==> config.mk <==
export PLATFORM = sky130hd
export DESIGN_NAME = supervisor_register_watchdog_flat
export DESIGN_NICKNAME = d
export VERILOG_FILES = /design/src/design/srw_pkg.sv /design/src/design/srw_in_if.sv /design/src/design/srw_out_if.sv /design/src/design/srw_ram.sv /design/src/design/srw_store.sv /design/src/design/supervisor_register_watchdog.sv /design/src/flat_wrapper.sv
export SDC_FILE = /design/constraint.sdc
export NUM_CORES = 1
export LEC_CHECK = 0
export BUFFER_PORTS_ARGS = -buffer_cell sky130_fd_sc_hd__buf_2
export CAP_MARGIN = 20
export CELL_PAD_IN_SITES_DETAIL_PLACEMENT = 0
export CELL_PAD_IN_SITES_GLOBAL_PLACEMENT = 2
export CORE_MARGIN = 3
export CORE_UTILIZATION = 55
export DETAILED_ROUTE_END_ITERATION = 7
export PLACE_DENSITY_LB_ADDON = 0.1
export SLEW_MARGIN = 20
export SYNTH_ARGS = -nofsm -noshare
export SYNTH_HDL_FRONTEND = slang
export SYNTH_HIERARCHICAL = 1
export SYNTH_SLANG_ARGS = --single-unit
==> constraint.sdc <==
create_clock -name clk -period 10.7 [get_ports clk]
set_input_delay 0.535 -clock clk [delete_from_list [all_inputs] [get_ports clk]]
set_output_delay 0.535 -clock clk [all_outputs]
set_load 0.02 [all_outputs]
==> src/design/srw_pkg.sv <==
// types, codes and constants of the supervisor register watchdog
// no dependencies
`timescale 1ns / 1ps

package srw_pkg;

  typedef enum logic [1:0] {
    FUNC_TICK  = 2'd0,
    FUNC_WRITE = 2'd1,
    FUNC_READ  = 2'd2,
    FUNC_MSG   = 2'd3
  } func_t;

  // register ids carried by a received message
  localparam logic [3:0] CMD_WD_INTERVAL = 4'd0;
  localparam logic [3:0] CMD_SLEEP       = 4'd1;
  localparam logic [3:0] CMD_CLEAR_WD    = 4'd2;
  localparam logic [3:0] CMD_OFF         = 4'd3;
  localparam logic [3:0] CMD_EE_ADDR     = 4'd4;
  localparam logic [3:0] CMD_LOAD        = 4'd5;
  localparam logic [3:0] CMD_SAVE        = 4'd6;
  localparam logic [3:0] CMD_READ_AREA   = 4'd7;
  localparam logic [3:0] CMD_WRITE_AREA  = 4'd8;

  // eeprom request codes
  localparam logic [2:0] EOP_NONE      = 3'd0;
  localparam logic [2:0] EOP_STORE_WD  = 3'd1;
  localparam logic [2:0] EOP_STORE_SLP = 3'd2;
  localparam logic [2:0] EOP_LOAD      = 3'd3;
  localparam logic [2:0] EOP_SAVE      = 3'd4;

  typedef enum logic [4:0] {
    SEQ_IDLE  = 5'b00001,
    SEQ_WR    = 5'b00010,
    SEQ_RD    = 5'b00100,
    SEQ_OFF   = 5'b01000,
    SEQ_PULSE = 5'b10000
  } seq_state_t;

  typedef enum logic [1:0] {
    ACT_NONE = 2'd0,
    ACT_WR   = 2'd1,
    ACT_RD   = 2'd2,
    ACT_OFF  = 2'd3
  } action_t;

  localparam int ACNT_W = 10;
  localparam logic [ACNT_W-1:0] BUSY_MS  = 10'd10;
  localparam logic [ACNT_W-1:0] OFF_MS   = 10'd1000;
  localparam logic [ACNT_W-1:0] PULSE_MS = 10'd10;
  localparam logic [3:0]        AREA_LEN = 4'd8;
  localparam int                SAVE_AREA_BASE = 24;

  // store access request from the input side
  typedef struct packed {
    logic       wr;
    logic       rd;
    logic [4:0] pos;
    logic [7:0] wdata;
  } store_req_t;

  function automatic logic [3:0] length_of(input logic [3:0] cmd, input logic m2s);
    logic [3:0] len;
    len = 4'd0;
    case (cmd)
      CMD_WD_INTERVAL, CMD_SLEEP: len = 4'd4;
      CMD_CLEAR_WD, CMD_OFF, CMD_LOAD, CMD_SAVE: len = m2s ? 4'd1 : 4'd0;
      CMD_EE_ADDR: len = 4'd2;
      CMD_READ_AREA: len = m2s ? 4'd0 : AREA_LEN;
      CMD_WRITE_AREA: len = m2s ? AREA_LEN : 4'd0;
      default: len = 4'd0;
    endcase
    return len;
  endfunction

endpackage

==> src/design/srw_in_if.sv <==
// input channel: event transactions into the register watchdog
// depends on srw_pkg
`timescale 1ns / 1ps

interface srw_in_if import srw_pkg::*; ();
  logic       valid;
  logic       ready;
  func_t      func;
  logic [4:0] position;
  logic [7:0] data_byte;
  logic [3:0] command;
  logic       to_slave;

  modport source (output valid, func, position, data_byte, command, to_slave, input ready);
  modport sink (input valid, func, position, data_byte, command, to_slave, output ready);
endinterface

==> src/design/srw_out_if.sv <==
// output channel: result transactions of the register watchdog
// no dependencies
`timescale 1ns / 1ps

interface srw_out_if;
  logic        valid;
  logic        ready;
  logic [7:0]  read_data;
  logic [3:0]  msg_len;
  logic        busy_res;
  logic [2:0]  eeprom_op;
  logic [15:0] eeprom_address;
  logic [31:0] eeprom_word;
  logic        watchdog_pulse;
  logic        sleep_request;

  modport source (output valid, read_data, msg_len, busy_res, eeprom_op, eeprom_address,
                  eeprom_word, watchdog_pulse, sleep_request, input ready);
  modport sink (input valid, read_data, msg_len, busy_res, eeprom_op, eeprom_address,
                eeprom_word, watchdog_pulse, sleep_request, output ready);
endinterface

==> src/design/srw_ram.sv <==
// generic ram, one write port and two registered read ports
// no dependencies
`timescale 1ns / 1ps

module srw_ram #(
  parameter int WIDTH = 8,
  parameter int DEPTH = 32
) (
  input  logic                     clk,
  input  logic                     we,
  input  logic [$clog2(DEPTH)-1:0] waddr,
  input  logic [WIDTH-1:0]         wdata,
  input  logic                     re_a,
  input  logic [$clog2(DEPTH)-1:0] raddr_a,
  output logic [WIDTH-1:0]         rdata_a,
  input  logic                     re_b,
  input  logic [$clog2(DEPTH)-1:0] raddr_b,
  output logic [WIDTH-1:0]         rdata_b
);

  logic [WIDTH-1:0] mem [DEPTH];

  always_ff @(posedge clk) begin
    if (we) begin
      mem[waddr] <= wdata;
    end
    if (re_a) begin
      rdata_a <= mem[raddr_a];
    end
    if (re_b) begin
      rdata_b <= mem[raddr_b];
    end
  end

endmodule

==> src/design/srw_store.sv <==
// byte register store: four ram copies give four bytes from position on and
// the save-area word in one access; per-entry valid bits read zero until written
// depends on srw_pkg and srw_ram
`timescale 1ns / 1ps

module srw_store import srw_pkg::*; #(
  parameter int DEPTH = 32
) (
  input  logic             clk,
  input  logic             rst,
  input  store_req_t       req,
  output logic [3:0][7:0]  pos_bytes,
  output logic [3:0][7:0]  save_bytes
);

  localparam int AW = $clog2(DEPTH);
  localparam logic [9:0] DEPTH1 = 10'(DEPTH);
  localparam logic [9:0] DEPTH2 = 10'(2 * DEPTH);

  // index modulo depth, the sum never reaches three times the depth
  function automatic logic [AW-1:0] wrap_idx(input logic [9:0] v);
    logic [9:0] w;
    w = v;
    if (w >= DEPTH2) begin
      w = w - DEPTH2;
    end else if (w >= DEPTH1) begin
      w = w - DEPTH1;
    end
    return w[AW-1:0];
  endfunction

  logic [DEPTH-1:0]  valid;
  logic [AW-1:0]     waddr;
  logic [3:0][AW-1:0] raddr;
  logic [3:0][7:0]   pos_raw;
  logic [3:0][7:0]   save_raw;
  logic [3:0]        pos_vld;
  logic [3:0]        save_vld;

  assign waddr = wrap_idx(10'(req.pos));

  always_ff @(posedge clk) begin
    if (rst) begin
      valid <= '0;
    end else if (req.wr) begin
      valid[waddr] <= 1'b1;
    end
  end

  for (genvar k = 0; k < 4; k++) begin : g_copy
    localparam int SI = (SAVE_AREA_BASE + k) % DEPTH;

    assign raddr[k] = wrap_idx(10'(req.pos) + 10'(k));

    srw_ram #(
      .WIDTH(8),
      .DEPTH(DEPTH)
    ) u_ram (
      .clk     (clk),
      .we      (req.wr),
      .waddr   (waddr),
      .wdata   (req.wdata),
      .re_a    (req.rd),
      .raddr_a (raddr[k]),
      .rdata_a (pos_raw[k]),
      .re_b    (req.rd),
      .raddr_b (AW'(SI)),
      .rdata_b (save_raw[k])
    );

    always_ff @(posedge clk) begin
      if (req.rd) begin
        pos_vld[k]  <= valid[raddr[k]];
        save_vld[k] <= valid[SI];
      end
    end

    assign pos_bytes[k]  = pos_vld[k] ? pos_raw[k] : 8'd0;
    assign save_bytes[k] = save_vld[k] ? save_raw[k] : 8'd0;
  end

endmodule

==> src/design/supervisor_register_watchdog.sv <==
// supervisor register block: byte store, message decode, watchdog and action sequencer
// depends on srw_pkg, srw_in_if, srw_out_if and srw_store
//
//   channel   dir   carries
//   item      in    func, position, data_byte, command, to_slave
//   result    out   read_data, msg_len, busy_res, eeprom_op, eeprom_address,
//                   eeprom_word, watchdog_pulse, sleep_request
//
// one transaction per cycle while results are taken; an item is read from the
// store at accept into the read stage, then moves on to the result register
// synchronous reset clears all control state and the per-entry valid bits of
// the store at once, no clearing pass; item.ready stays low while reset is high
// a stalled result holds the result stage, then the read stage, then item.ready
`timescale 1ns / 1ps

module supervisor_register_watchdog import srw_pkg::*; #(
  parameter int STORE_BYTES = 32
) (
  input logic       clk,
  input logic       rst,
  srw_in_if.sink    item,
  srw_out_if.source result
);

  // read stage: item fields beside the registered store data
  logic            s1_valid;
  func_t           s1_func;
  logic [3:0]      s1_cmd;
  logic            s1_to_slave;
  logic            s1_adv;
  logic            in_acc;
  store_req_t      store_req;
  logic [3:0][7:0] pos_bytes;
  logic [3:0][7:0] save_bytes;

  // block state
  seq_state_t          seq;
  seq_state_t          seq_next;
  action_t             pend;
  action_t             pend_next;
  logic [ACNT_W-1:0]   act_cnt;
  logic [ACNT_W-1:0]   act_cnt_next;
  logic [31:0]         wd_cnt;
  logic [31:0]         wd_cnt_next;
  logic [31:0]         wd_int;
  logic [31:0]         wd_int_next;
  logic [15:0]         ee_ptr;
  logic [15:0]         ee_ptr_next;
  logic                sleep_flag;
  logic                sleep_next;

  // per-item results
  logic        expired;
  logic [2:0]  op;
  logic [31:0] word;
  logic [7:0]  rd;
  logic [31:0] pos_word;
  logic [31:0] save_word;

  // result register frees when empty or taken; read stage follows it
  assign s1_adv     = !result.valid || result.ready;
  assign item.ready = !rst && (!s1_valid || s1_adv);
  assign in_acc     = item.valid && item.ready;

  // writes land at the accept edge, so any later item reads them
  assign store_req.wr    = in_acc && (item.func == FUNC_WRITE);
  assign store_req.rd    = in_acc;
  assign store_req.pos   = item.position;
  assign store_req.wdata = item.data_byte;

  srw_store #(
    .DEPTH(STORE_BYTES)
  ) u_store (
    .clk        (clk),
    .rst        (rst),
    .req        (store_req),
    .pos_bytes  (pos_bytes),
    .save_bytes (save_bytes)
  );

  always_ff @(posedge clk) begin
    if (rst) begin
      s1_valid <= 1'b0;
    end else if (item.ready) begin
      s1_valid <= in_acc;
    end
  end

  always_ff @(posedge clk) begin
    if (in_acc) begin
      s1_func     <= item.func;
      s1_cmd      <= item.command;
      s1_to_slave <= item.to_slave;
    end
  end

  // big-endian words straight from the store bytes
  assign pos_word  = {pos_bytes[0], pos_bytes[1], pos_bytes[2], pos_bytes[3]};
  assign save_word = {save_bytes[0], save_bytes[1], save_bytes[2], save_bytes[3]};
  assign expired   = (wd_cnt == 32'd0);

  always_comb begin
    seq_next     = seq;
    pend_next    = pend;
    act_cnt_next = act_cnt;
    wd_cnt_next  = wd_cnt;
    wd_int_next  = wd_int;
    ee_ptr_next  = ee_ptr;
    sleep_next   = sleep_flag;
    op           = EOP_NONE;
    word         = 32'd0;
    rd           = 8'd0;
    case (s1_func)
      FUNC_TICK: begin
        // watchdog runs down in every sequencer state
        if (!expired) begin
          wd_cnt_next = wd_cnt - 32'd1;
        end
        case (seq)
          SEQ_IDLE: begin
            if (pend == ACT_WR) begin
              act_cnt_next = BUSY_MS;
              seq_next     = SEQ_WR;
            end else if (pend == ACT_RD) begin
              act_cnt_next = BUSY_MS;
              seq_next     = SEQ_RD;
            end else if (pend == ACT_OFF) begin
              act_cnt_next = OFF_MS;
              seq_next     = SEQ_OFF;
            end
            // expiry wins, the pending action waits for the pulse to end
            if (expired) begin
              act_cnt_next = PULSE_MS;
              seq_next     = SEQ_PULSE;
            end
          end
          SEQ_WR, SEQ_RD: begin
            if (act_cnt == '0) begin
              seq_next  = SEQ_IDLE;
              pend_next = ACT_NONE;
            end else begin
              act_cnt_next = act_cnt - 1'b1;
            end
          end
          SEQ_OFF: begin
            if (act_cnt == '0) begin
              seq_next   = SEQ_IDLE;
              pend_next  = ACT_NONE;
              sleep_next = 1'b1;
            end else begin
              act_cnt_next = act_cnt - 1'b1;
            end
          end
          SEQ_PULSE: begin
            // end of pulse rearms the watchdog
            if (act_cnt == '0) begin
              wd_cnt_next = wd_int;
              seq_next    = SEQ_IDLE;
            end else begin
              act_cnt_next = act_cnt - 1'b1;
            end
          end
          default: seq_next = SEQ_IDLE;
        endcase
      end
      FUNC_WRITE: begin
        // handled by the store at accept
      end
      FUNC_READ: rd = pos_bytes[0];
      FUNC_MSG: begin
        case (s1_cmd)
          CMD_WD_INTERVAL: begin
            word        = pos_word;
            wd_int_next = pos_word;
            pend_next   = ACT_WR;
            op          = EOP_STORE_WD;
          end
          CMD_SLEEP: begin
            word      = pos_word;
            pend_next = ACT_WR;
            op        = EOP_STORE_SLP;
          end
          CMD_CLEAR_WD: wd_cnt_next = wd_int;
          CMD_OFF:      sleep_next = 1'b1;
          // address halfword sits one byte after the message start
          CMD_EE_ADDR:  ee_ptr_next = {pos_bytes[1], pos_bytes[2]};
          CMD_LOAD: begin
            pend_next = ACT_RD;
            op        = EOP_LOAD;
          end
          CMD_SAVE: begin
            word      = save_word;
            pend_next = ACT_WR;
            op        = EOP_SAVE;
          end
          default: begin
            // other ids only decode a length
          end
        endcase
      end
      default: begin
      end
    endcase
  end

  // state and result move together when the read stage advances
  always_ff @(posedge clk) begin
    if (rst) begin
      seq          <= SEQ_IDLE;
      pend         <= ACT_NONE;
      act_cnt      <= '0;
      wd_cnt       <= 32'd0;
      wd_int       <= 32'd0;
      ee_ptr       <= 16'd0;
      sleep_flag   <= 1'b0;
      result.valid <= 1'b0;
    end else if (s1_adv) begin
      result.valid <= s1_valid;
      if (s1_valid) begin
        seq        <= seq_next;
        pend       <= pend_next;
        act_cnt    <= act_cnt_next;
        wd_cnt     <= wd_cnt_next;
        wd_int     <= wd_int_next;
        ee_ptr     <= ee_ptr_next;
        sleep_flag <= sleep_next;
      end
    end
  end

  always_ff @(posedge clk) begin
    if (s1_adv && s1_valid) begin
      result.read_data      <= rd;
      result.msg_len        <= length_of(s1_cmd, s1_to_slave);
      result.busy_res       <= (seq_next != SEQ_IDLE);
      result.eeprom_op      <= op;
      result.eeprom_address <= ee_ptr_next;
      result.eeprom_word    <= word;
      result.watchdog_pulse <= (seq_next == SEQ_PULSE);
      result.sleep_request  <= sleep_next;
    end
  end

endmodule

==> src/flat_wrapper.sv <==
// flat-port wrapper written by rule: the top's interface ports become plain ports
module supervisor_register_watchdog_flat import srw_pkg::*;
#(
  parameter int STORE_BYTES = 32
)
  (clk, rst, item_valid, item_func, item_position, item_data_byte, item_command, item_to_slave, item_ready, result_valid, result_read_data, result_msg_len, result_busy_res, result_eeprom_op, result_eeprom_address, result_eeprom_word, result_watchdog_pulse, result_sleep_request, result_ready);
  srw_in_if item_i ();
  srw_out_if result_i ();
  input logic clk;
  input logic rst;
  input wire logic [$bits(item_i.valid)-1:0] item_valid;
  input wire logic [$bits(item_i.func)-1:0] item_func;
  input wire logic [$bits(item_i.position)-1:0] item_position;
  input wire logic [$bits(item_i.data_byte)-1:0] item_data_byte;
  input wire logic [$bits(item_i.command)-1:0] item_command;
  input wire logic [$bits(item_i.to_slave)-1:0] item_to_slave;
  output wire logic [$bits(item_i.ready)-1:0] item_ready;
  output wire logic [$bits(result_i.valid)-1:0] result_valid;
  output wire logic [$bits(result_i.read_data)-1:0] result_read_data;
  output wire logic [$bits(result_i.msg_len)-1:0] result_msg_len;
  output wire logic [$bits(result_i.busy_res)-1:0] result_busy_res;
  output wire logic [$bits(result_i.eeprom_op)-1:0] result_eeprom_op;
  output wire logic [$bits(result_i.eeprom_address)-1:0] result_eeprom_address;
  output wire logic [$bits(result_i.eeprom_word)-1:0] result_eeprom_word;
  output wire logic [$bits(result_i.watchdog_pulse)-1:0] result_watchdog_pulse;
  output wire logic [$bits(result_i.sleep_request)-1:0] result_sleep_request;
  input wire logic [$bits(result_i.ready)-1:0] result_ready;
  assign item_i.valid = item_valid;
  assign item_i.func = item_func;
  assign item_i.position = item_position;
  assign item_i.data_byte = item_data_byte;
  assign item_i.command = item_command;
  assign item_i.to_slave = item_to_slave;
  assign item_ready = item_i.ready;
  assign result_valid = result_i.valid;
  assign result_read_data = result_i.read_data;
  assign result_msg_len = result_i.msg_len;
  assign result_busy_res = result_i.busy_res;
  assign result_eeprom_op = result_i.eeprom_op;
  assign result_eeprom_address = result_i.eeprom_address;
  assign result_eeprom_word = result_i.eeprom_word;
  assign result_watchdog_pulse = result_i.watchdog_pulse;
  assign result_sleep_request = result_i.sleep_request;
  assign result_i.ready = result_ready;
  supervisor_register_watchdog #(.STORE_BYTES(STORE_BYTES)) u_core (.clk(clk), .rst(rst), .item(item_i), .result(result_i));
endmodule
Word level (Yosys, flattened, before mapping)
Memory sizes are Yosys's and may differ from the RTL's. A register that Yosys moved wholly into a read port is not among the register bits.
Index checks and enable logic that the tools add are counted.
Word-level totals
  RAM bits: 1024
  memories: 4
  bits of input ports: 24
  memory bits (read-only): 0
  bits in latches: 0
  logic and storage cells: 176
  bits in registers: 213
Memory list
  u_core.u_store.g_copy[0].u_ram.mem: words 32, bits a word 8, rd ports 2, clocked after Yosys merged registers in 2, wr ports 1, RTL line srw_ram.sv:21  | logic [WIDTH-1:0] mem [DEPTH];
  u_core.u_store.g_copy[1].u_ram.mem: words 32, bits a word 8, rd ports 2, clocked after Yosys merged registers in 2, wr ports 1, RTL line srw_ram.sv:21
  u_core.u_store.g_copy[2].u_ram.mem: words 32, bits a word 8, rd ports 2, clocked after Yosys merged registers in 2, wr ports 1, RTL line srw_ram.sv:21
  u_core.u_store.g_copy[3].u_ram.mem: words 32, bits a word 8, rd ports 2, clocked after Yosys merged registers in 2, wr ports 1, RTL line srw_ram.sv:21
Operators by class
  multipliers: 0
  multiplexer cells: 62
  div/mod/pow operators: 0
  bitwise operators: 1
  reductions and logical operators: 26
  equality and inequality tests: 27
  add/sub/neg operators: 13
  shifts and indexed selects: 0
  $lt $le $gt $ge: 14
Operator list (count)
  $mux 32: 4
  $pmux 32 s2: 2
  $mux 5: 14
  $mux 8: 8
  $mux 10: 5
  $sub 5x1->5 const B: 8
  $logic_not 32->1: 1
  $mux 16: 2
  $or 32x32->32: 1
  $sub 32x1->32 const B: 1
  $lt 5x6->1 const B: 5
  $ge 6x7->1 const B: 3
  $bmux 1 s5: 4
  $pmux 10 s2: 1
  $pmux 4 s5: 1
  $ge 6x6->1 const B: 3
  $eq 4x3->1 const B: 4
  $add 5x2->6 const B: 2
  $pmux 3 s4: 1
  $reduce_and 6->1: 2
  $mux 1: 11
  $eq 5x5->1 const B: 2
  $logic_not 10->1: 1
  $ne 5x1->1 const B: 2
  34 further kinds: 55

Longest topological paths before layout
  depth in word-level cells: 8
  depth in mapped cells: 12

By module
The synthesis kept the hierarchy.
By module, submodules not included
  srw_ram: cells each 532, sequential area each 8167.8 um^2, area each 12368.1 um^2, instances 4
  supervisor_register_watchdog: cells each 879, sequential area each 4194.0 um^2, area each 8356.8 um^2, instances 1
  srw_store: cells each 287, sequential area each 880.8 um^2, area each 2861.5 um^2, instances 1

Worst setup path after synthesis
No wires, ideal clock.
  path kind: in2reg
  from: in rst
  to: mem u_core.u_store.g_copy[0].u_ram.mem[0][0], enable pin
  stages: 7
  required time: 10.330 ns
  path slack: 5.647 ns
  data arrival time: 4.682 ns
  setup time: 0.370 ns
  buffers on the path: 2
  cell sequence: clkbuf_1 > a21oi_1 > and2_1 > and3b_1 > or3b_2 > clkbuf_1 > nor2_1
RTL lines
  start: declaration: RTL line flat_wrapper.sv:10  | input logic rst;
  end: declaration: RTL line srw_ram.sv:21

==> summary.txt <==
Outcome
  – Status: finished, final reports clean

Synthesis
  – EDFF count, synth: 1169
  – Multiplexer share of the synthesized area: 26.7%
  – Yosys cell types: 85
  – Register bit total from synthesis: 1301
  – Yosys top cell area share: 57.8%
  – Mapped cell area: 0.0607 mm²
  – Dominant cell type by area after synthesis: edfxtp_1
  – Top cells by area, synth: edfxtp_1 (58%), mux4_2 (25%), dfxtp_1 (4.4%)
  – Synth warnings: 6
  – Xor/xnor share of the synthesized area: 0.144%
  – Top FF cell, synth: edfxtp_1
  – Post-synthesis simple-gate area fraction: 5.84%
  – Ys async rst share: 0%
  – Mapped Cells: 3294
  – Fraction of the mapped netlist area in adder cells: 0.309%
  – Syn avg cell area: 18.4 µm²
  – Combinational family with the most area after synthesis: multiplexers
  – Seq/Total Area, Yosys: 62.2%
  – Compound-Gate Fraction of Synth Area: 2.71%

Drt
  – DR WL/cell: 32.3 µm
  – Vias per cell: 6.87
  – DRC errors left: 0
  – Pre-Repair DR Iteration Count: 5
  – DR iter-0 viols: 4275
  – Post-Route WL: 161 mm
  – Post-route antenna net violation count: 0
  – Via count: 34300

Critical path
  – CP Launch Type: input port
  – CP endpoint kind: register
  – CP bufs+invs: 5
  – Crit-path slowest cell: inv_4
  – Worst Path Required: 11200 ps
  – Worst EP arrival: 5370 ps
  – Critical path class: input port to register
  – Worst Path Max Fanout: 69
  – Delay-heaviest family, CP: buffers and inverters
  – Cells along the critical path: clkbuf_8, inv_4, ha_2, buf_4, inv_4, buf_4, mux4_2, mux4_2, mux2_2
  – CP peak stage delay: 780 ps

Pwr
  – Lkg Pwr: 21.1 nW
  – Sw Ratio: 28.2%
  – Internal power: 9.41 mW
  – Reg power frac: 43.7%
  – P_sw: 3.69 mW
  – Maximum VDD drop: 0.000245 V
  – Clock share of power: 36.9%
  – Comb power frac: 19.4%
  – Pwr per Cell Area: 195 mW/mm²

Floorplan
  – Die extent in y: 338 µm
  – Cell row count: 121
  – I/O pin count: 92
  – Core Area: 0.109 mm²
  – Initial core utilization: 55.6%
  – Chip Width: 338 µm
  – Die ar.: 0.114 mm²

STA
  – Relative slew margins: 20.4%
  – Fin crit share: 45.5%
  – Setup TNS: 0 ps
  – F_max: 205 MHz
  – Skew final: 24.6 ps
  – Max-slew violations: 0
  – Final hold vios: 0
  – Worst-Margin Slew: 1190 ps
  – RSZ-0062 raised after global routing: no
  – Tmin final: 4870 ps
  – Final setup fails: 0
  – Fin worst setup slack: 5830 ps

Clock tree
  – Root Buffer: clkbuf_16
  – CTS Sinks: 1301
  – Clk_lat worst skew: 760 ps
  – Max clock buf depth: 3
  – Clock-pin slew on the worst setup and hold paths: 60 ps
  – CTS tree: yes
  – Maximum level of the CTS H-tree: 4
  – Num CTS Buffers: 143
  – Post-CTS Resized: 0

GRT
  – Vias in the first global route: 34800
  – Total gr overflow: 0
  – Initial antenna violation count: 12
  – Pin count of the biggest net entering global routing: 128
  – Overall routing resource usage: 28.4%
  – First-pass GRT wire length: 240 mm

Final layout
  – Layout net count: 3427
  – Share of cells above drive strength 1: 33.5%
  – Area growth, synth to finish: 10.7%

Placed design
  – Dpl hpwl: 101 mm
  – Pre-CTS setup slack: 4940 ps
  – Placer Congestion: 0.868
  – Port bufs: 91

Min path
  – Worst Hold Class: input port to register

Job
  – Max-cap violations: 0
[power groups by stage]
stage	clock, mW	sequential [mW]	combinational (mW)
after global placement	0	5.82	2.47
after CTS	4.91	5.72	2.51
after detailed placement	0	5.82	2.49
after global routing	5.13	5.73	2.74
final	4.83	5.72	2.54
after floorplan	0	5.81	1.82
[layout make-up]
type / count / area, µm²
timing repair buffer: 163 / 1070
fill: 7693 / 42000
multi-input combinational: 1754 / 21800
clock inverter: 78 / 717
clock buffer: 186 / 3860
inverter: 25 / 105
antenna: 4 / 10.0
sequential: 1301 / 37700
tap: 1476 / 1850
[logic make-up (layout without fill, tap and decap cells)]
| family | after synthesis | count (layout) |
|---|---|---|
| flops | 1301 | 1301 |
| compound gates | 262 | 262 |
| simple gates | 675 | 675 |
| buf+inv | 257 | 452 |
| mux | 772 | 772 |
| other cells | 2 | 24 |
| xor+xnor | 10 | 10 |
| fa+ha+maj | 15 | 15 |
[worst reg2reg max path: cells and delay by family, from the launching register on]
| kind | cells | cell delay (ps) |
|---|---|---|
| AND/OR/NAND/NOR | 5 | 2590 |
| flip-flops | 1 | 320 |
| buffers and inverters | 1 | 260 |
| AO/OA/AOI/OAI | 1 | 200 |
[state kept, by name, indices dropped and copies added (netlist names), 2 cells and up]
name and flops:
u_core/u_store/g_copy.u_ram/mem 1024, u_core/result.eeprom_word 32, u_core/u_store/g_copy.u_ram/rdata_a 32, u_core/u_store/g_copy.u_ram/rdata_b 32, u_core/u_store/valid 32, u_core/wd_cnt 32, u_core/wd_int 32, u_core/ee_ptr 16
u_core/result.eeprom_address 16, u_core/act_cnt 10, u_core/result.read_data 8, u_core/seq 5, u_core/result.msg_len 4, u_core/s1_cmd 4, u_core/u_store/pos_vld 4, u_core/u_store/save_vld 4
u_core/result.eeprom_op 3, u_core/pend 2, u_core/s1_func 2
[worst paths after layout]
path	from	endpoint	slack, ps	depth (start not counted)
worst min-delay path	item_func[0]	u_core/s1_func[0]$_DFFE_PP_	60	1
worst min register to register	u_core/ee_ptr[14]$_SDFFE_PP0P_	u_core/ee_ptr[14]$_SDFFE_PP0P_	450	2
worst max-delay path	item_position[0]	u_core/u_store/g_copy[3].u_ram/rdata_a[0]$_DFFE_PP_	5830	9
worst max register to register	u_core/result.valid$_SDFFE_PP0N_	u_core/u_store/g_copy[1].u_ram/mem[12][2]$_DFFE_PP_	6940	7
[metal layers]
metal | vias to the layer above | part of all wire, % | track usage (%)
met5 | - | 0.029 | 0
met4 | 8 | 2.5 | 7.94
met3 | 268 | 9.8 | 5.57
met2 | 1969 | 48 | 44.6
met1 | 18100 | 39 | 41.4
li1 | 14000 | - | -
[cell usage in the layout, fill, tap and decap left out, drive strengths merged, types with 81 or more instances in the layout]
| master | count |
|---|---|
| edfxtp | 1169 |
| buf | 154 |
| mux4 | 666 |
| mux2 | 92 |
| a21oi | 119 |
| nand2 | 142 |
| nor2 | 209 |
| and2 | 81 |
| dfxtp | 132 |
| clkbuf | 187 |
[synth_stat cells (4+ instances only)]
library cell	n
a21o_1	5
nor4_4	4
ha_1	15
o21ai_0	29
or3_1	14
or4_1	10
buf_6	13
buf_4	53
mux2i_1	14
nor3_1	30
and3_1	15
a22oi_1	43
nor3b_1	10
nor2b_1	38
and3b_1	5
a31oi_1	20
edfxtp_1	1169
buf_2	13
nor4_1	12
mux2_2	91
or3b_2	12
mux4_1	5
and2_1	81
xor2_1	8
a21oi_1	117
o211ai_1	7
nand2_1	141
clkbuf_1	88
inv_1	24
o21a_1	4
nand4_1	9
dfxtp_1	132
nand3_1	32
buf_1	65
nor2_1	207
mux4_2	661
nand3b_1	24
[metrics by stage]
stage / std cells / hold slack, ps / util (%) / total power, mW / cell area [µm²]
floorplan: 3312 / 430 / - / 7.63 / 60800
global placement: 4706 / 438 / 57.2 / 8.29 / 62400
detailed placement: 4708 / 446 / 57.2 / 8.32 / 62400
CTS: 4980 / 31.3 / 61.5 / 13.1 / 67100
global route: 4983 / 30.9 / 61.5 / 13.6 / 67200
finish: 4987 / 64.9 / 61.5 / 13.1 / 67200
[repair_timing]
item / CTS / global route
hold endpoints to repair: 8 / 0
hold buffers: 8 / 0
buffers inserted: 0 / 0
(Power assumes the default switching activity.)
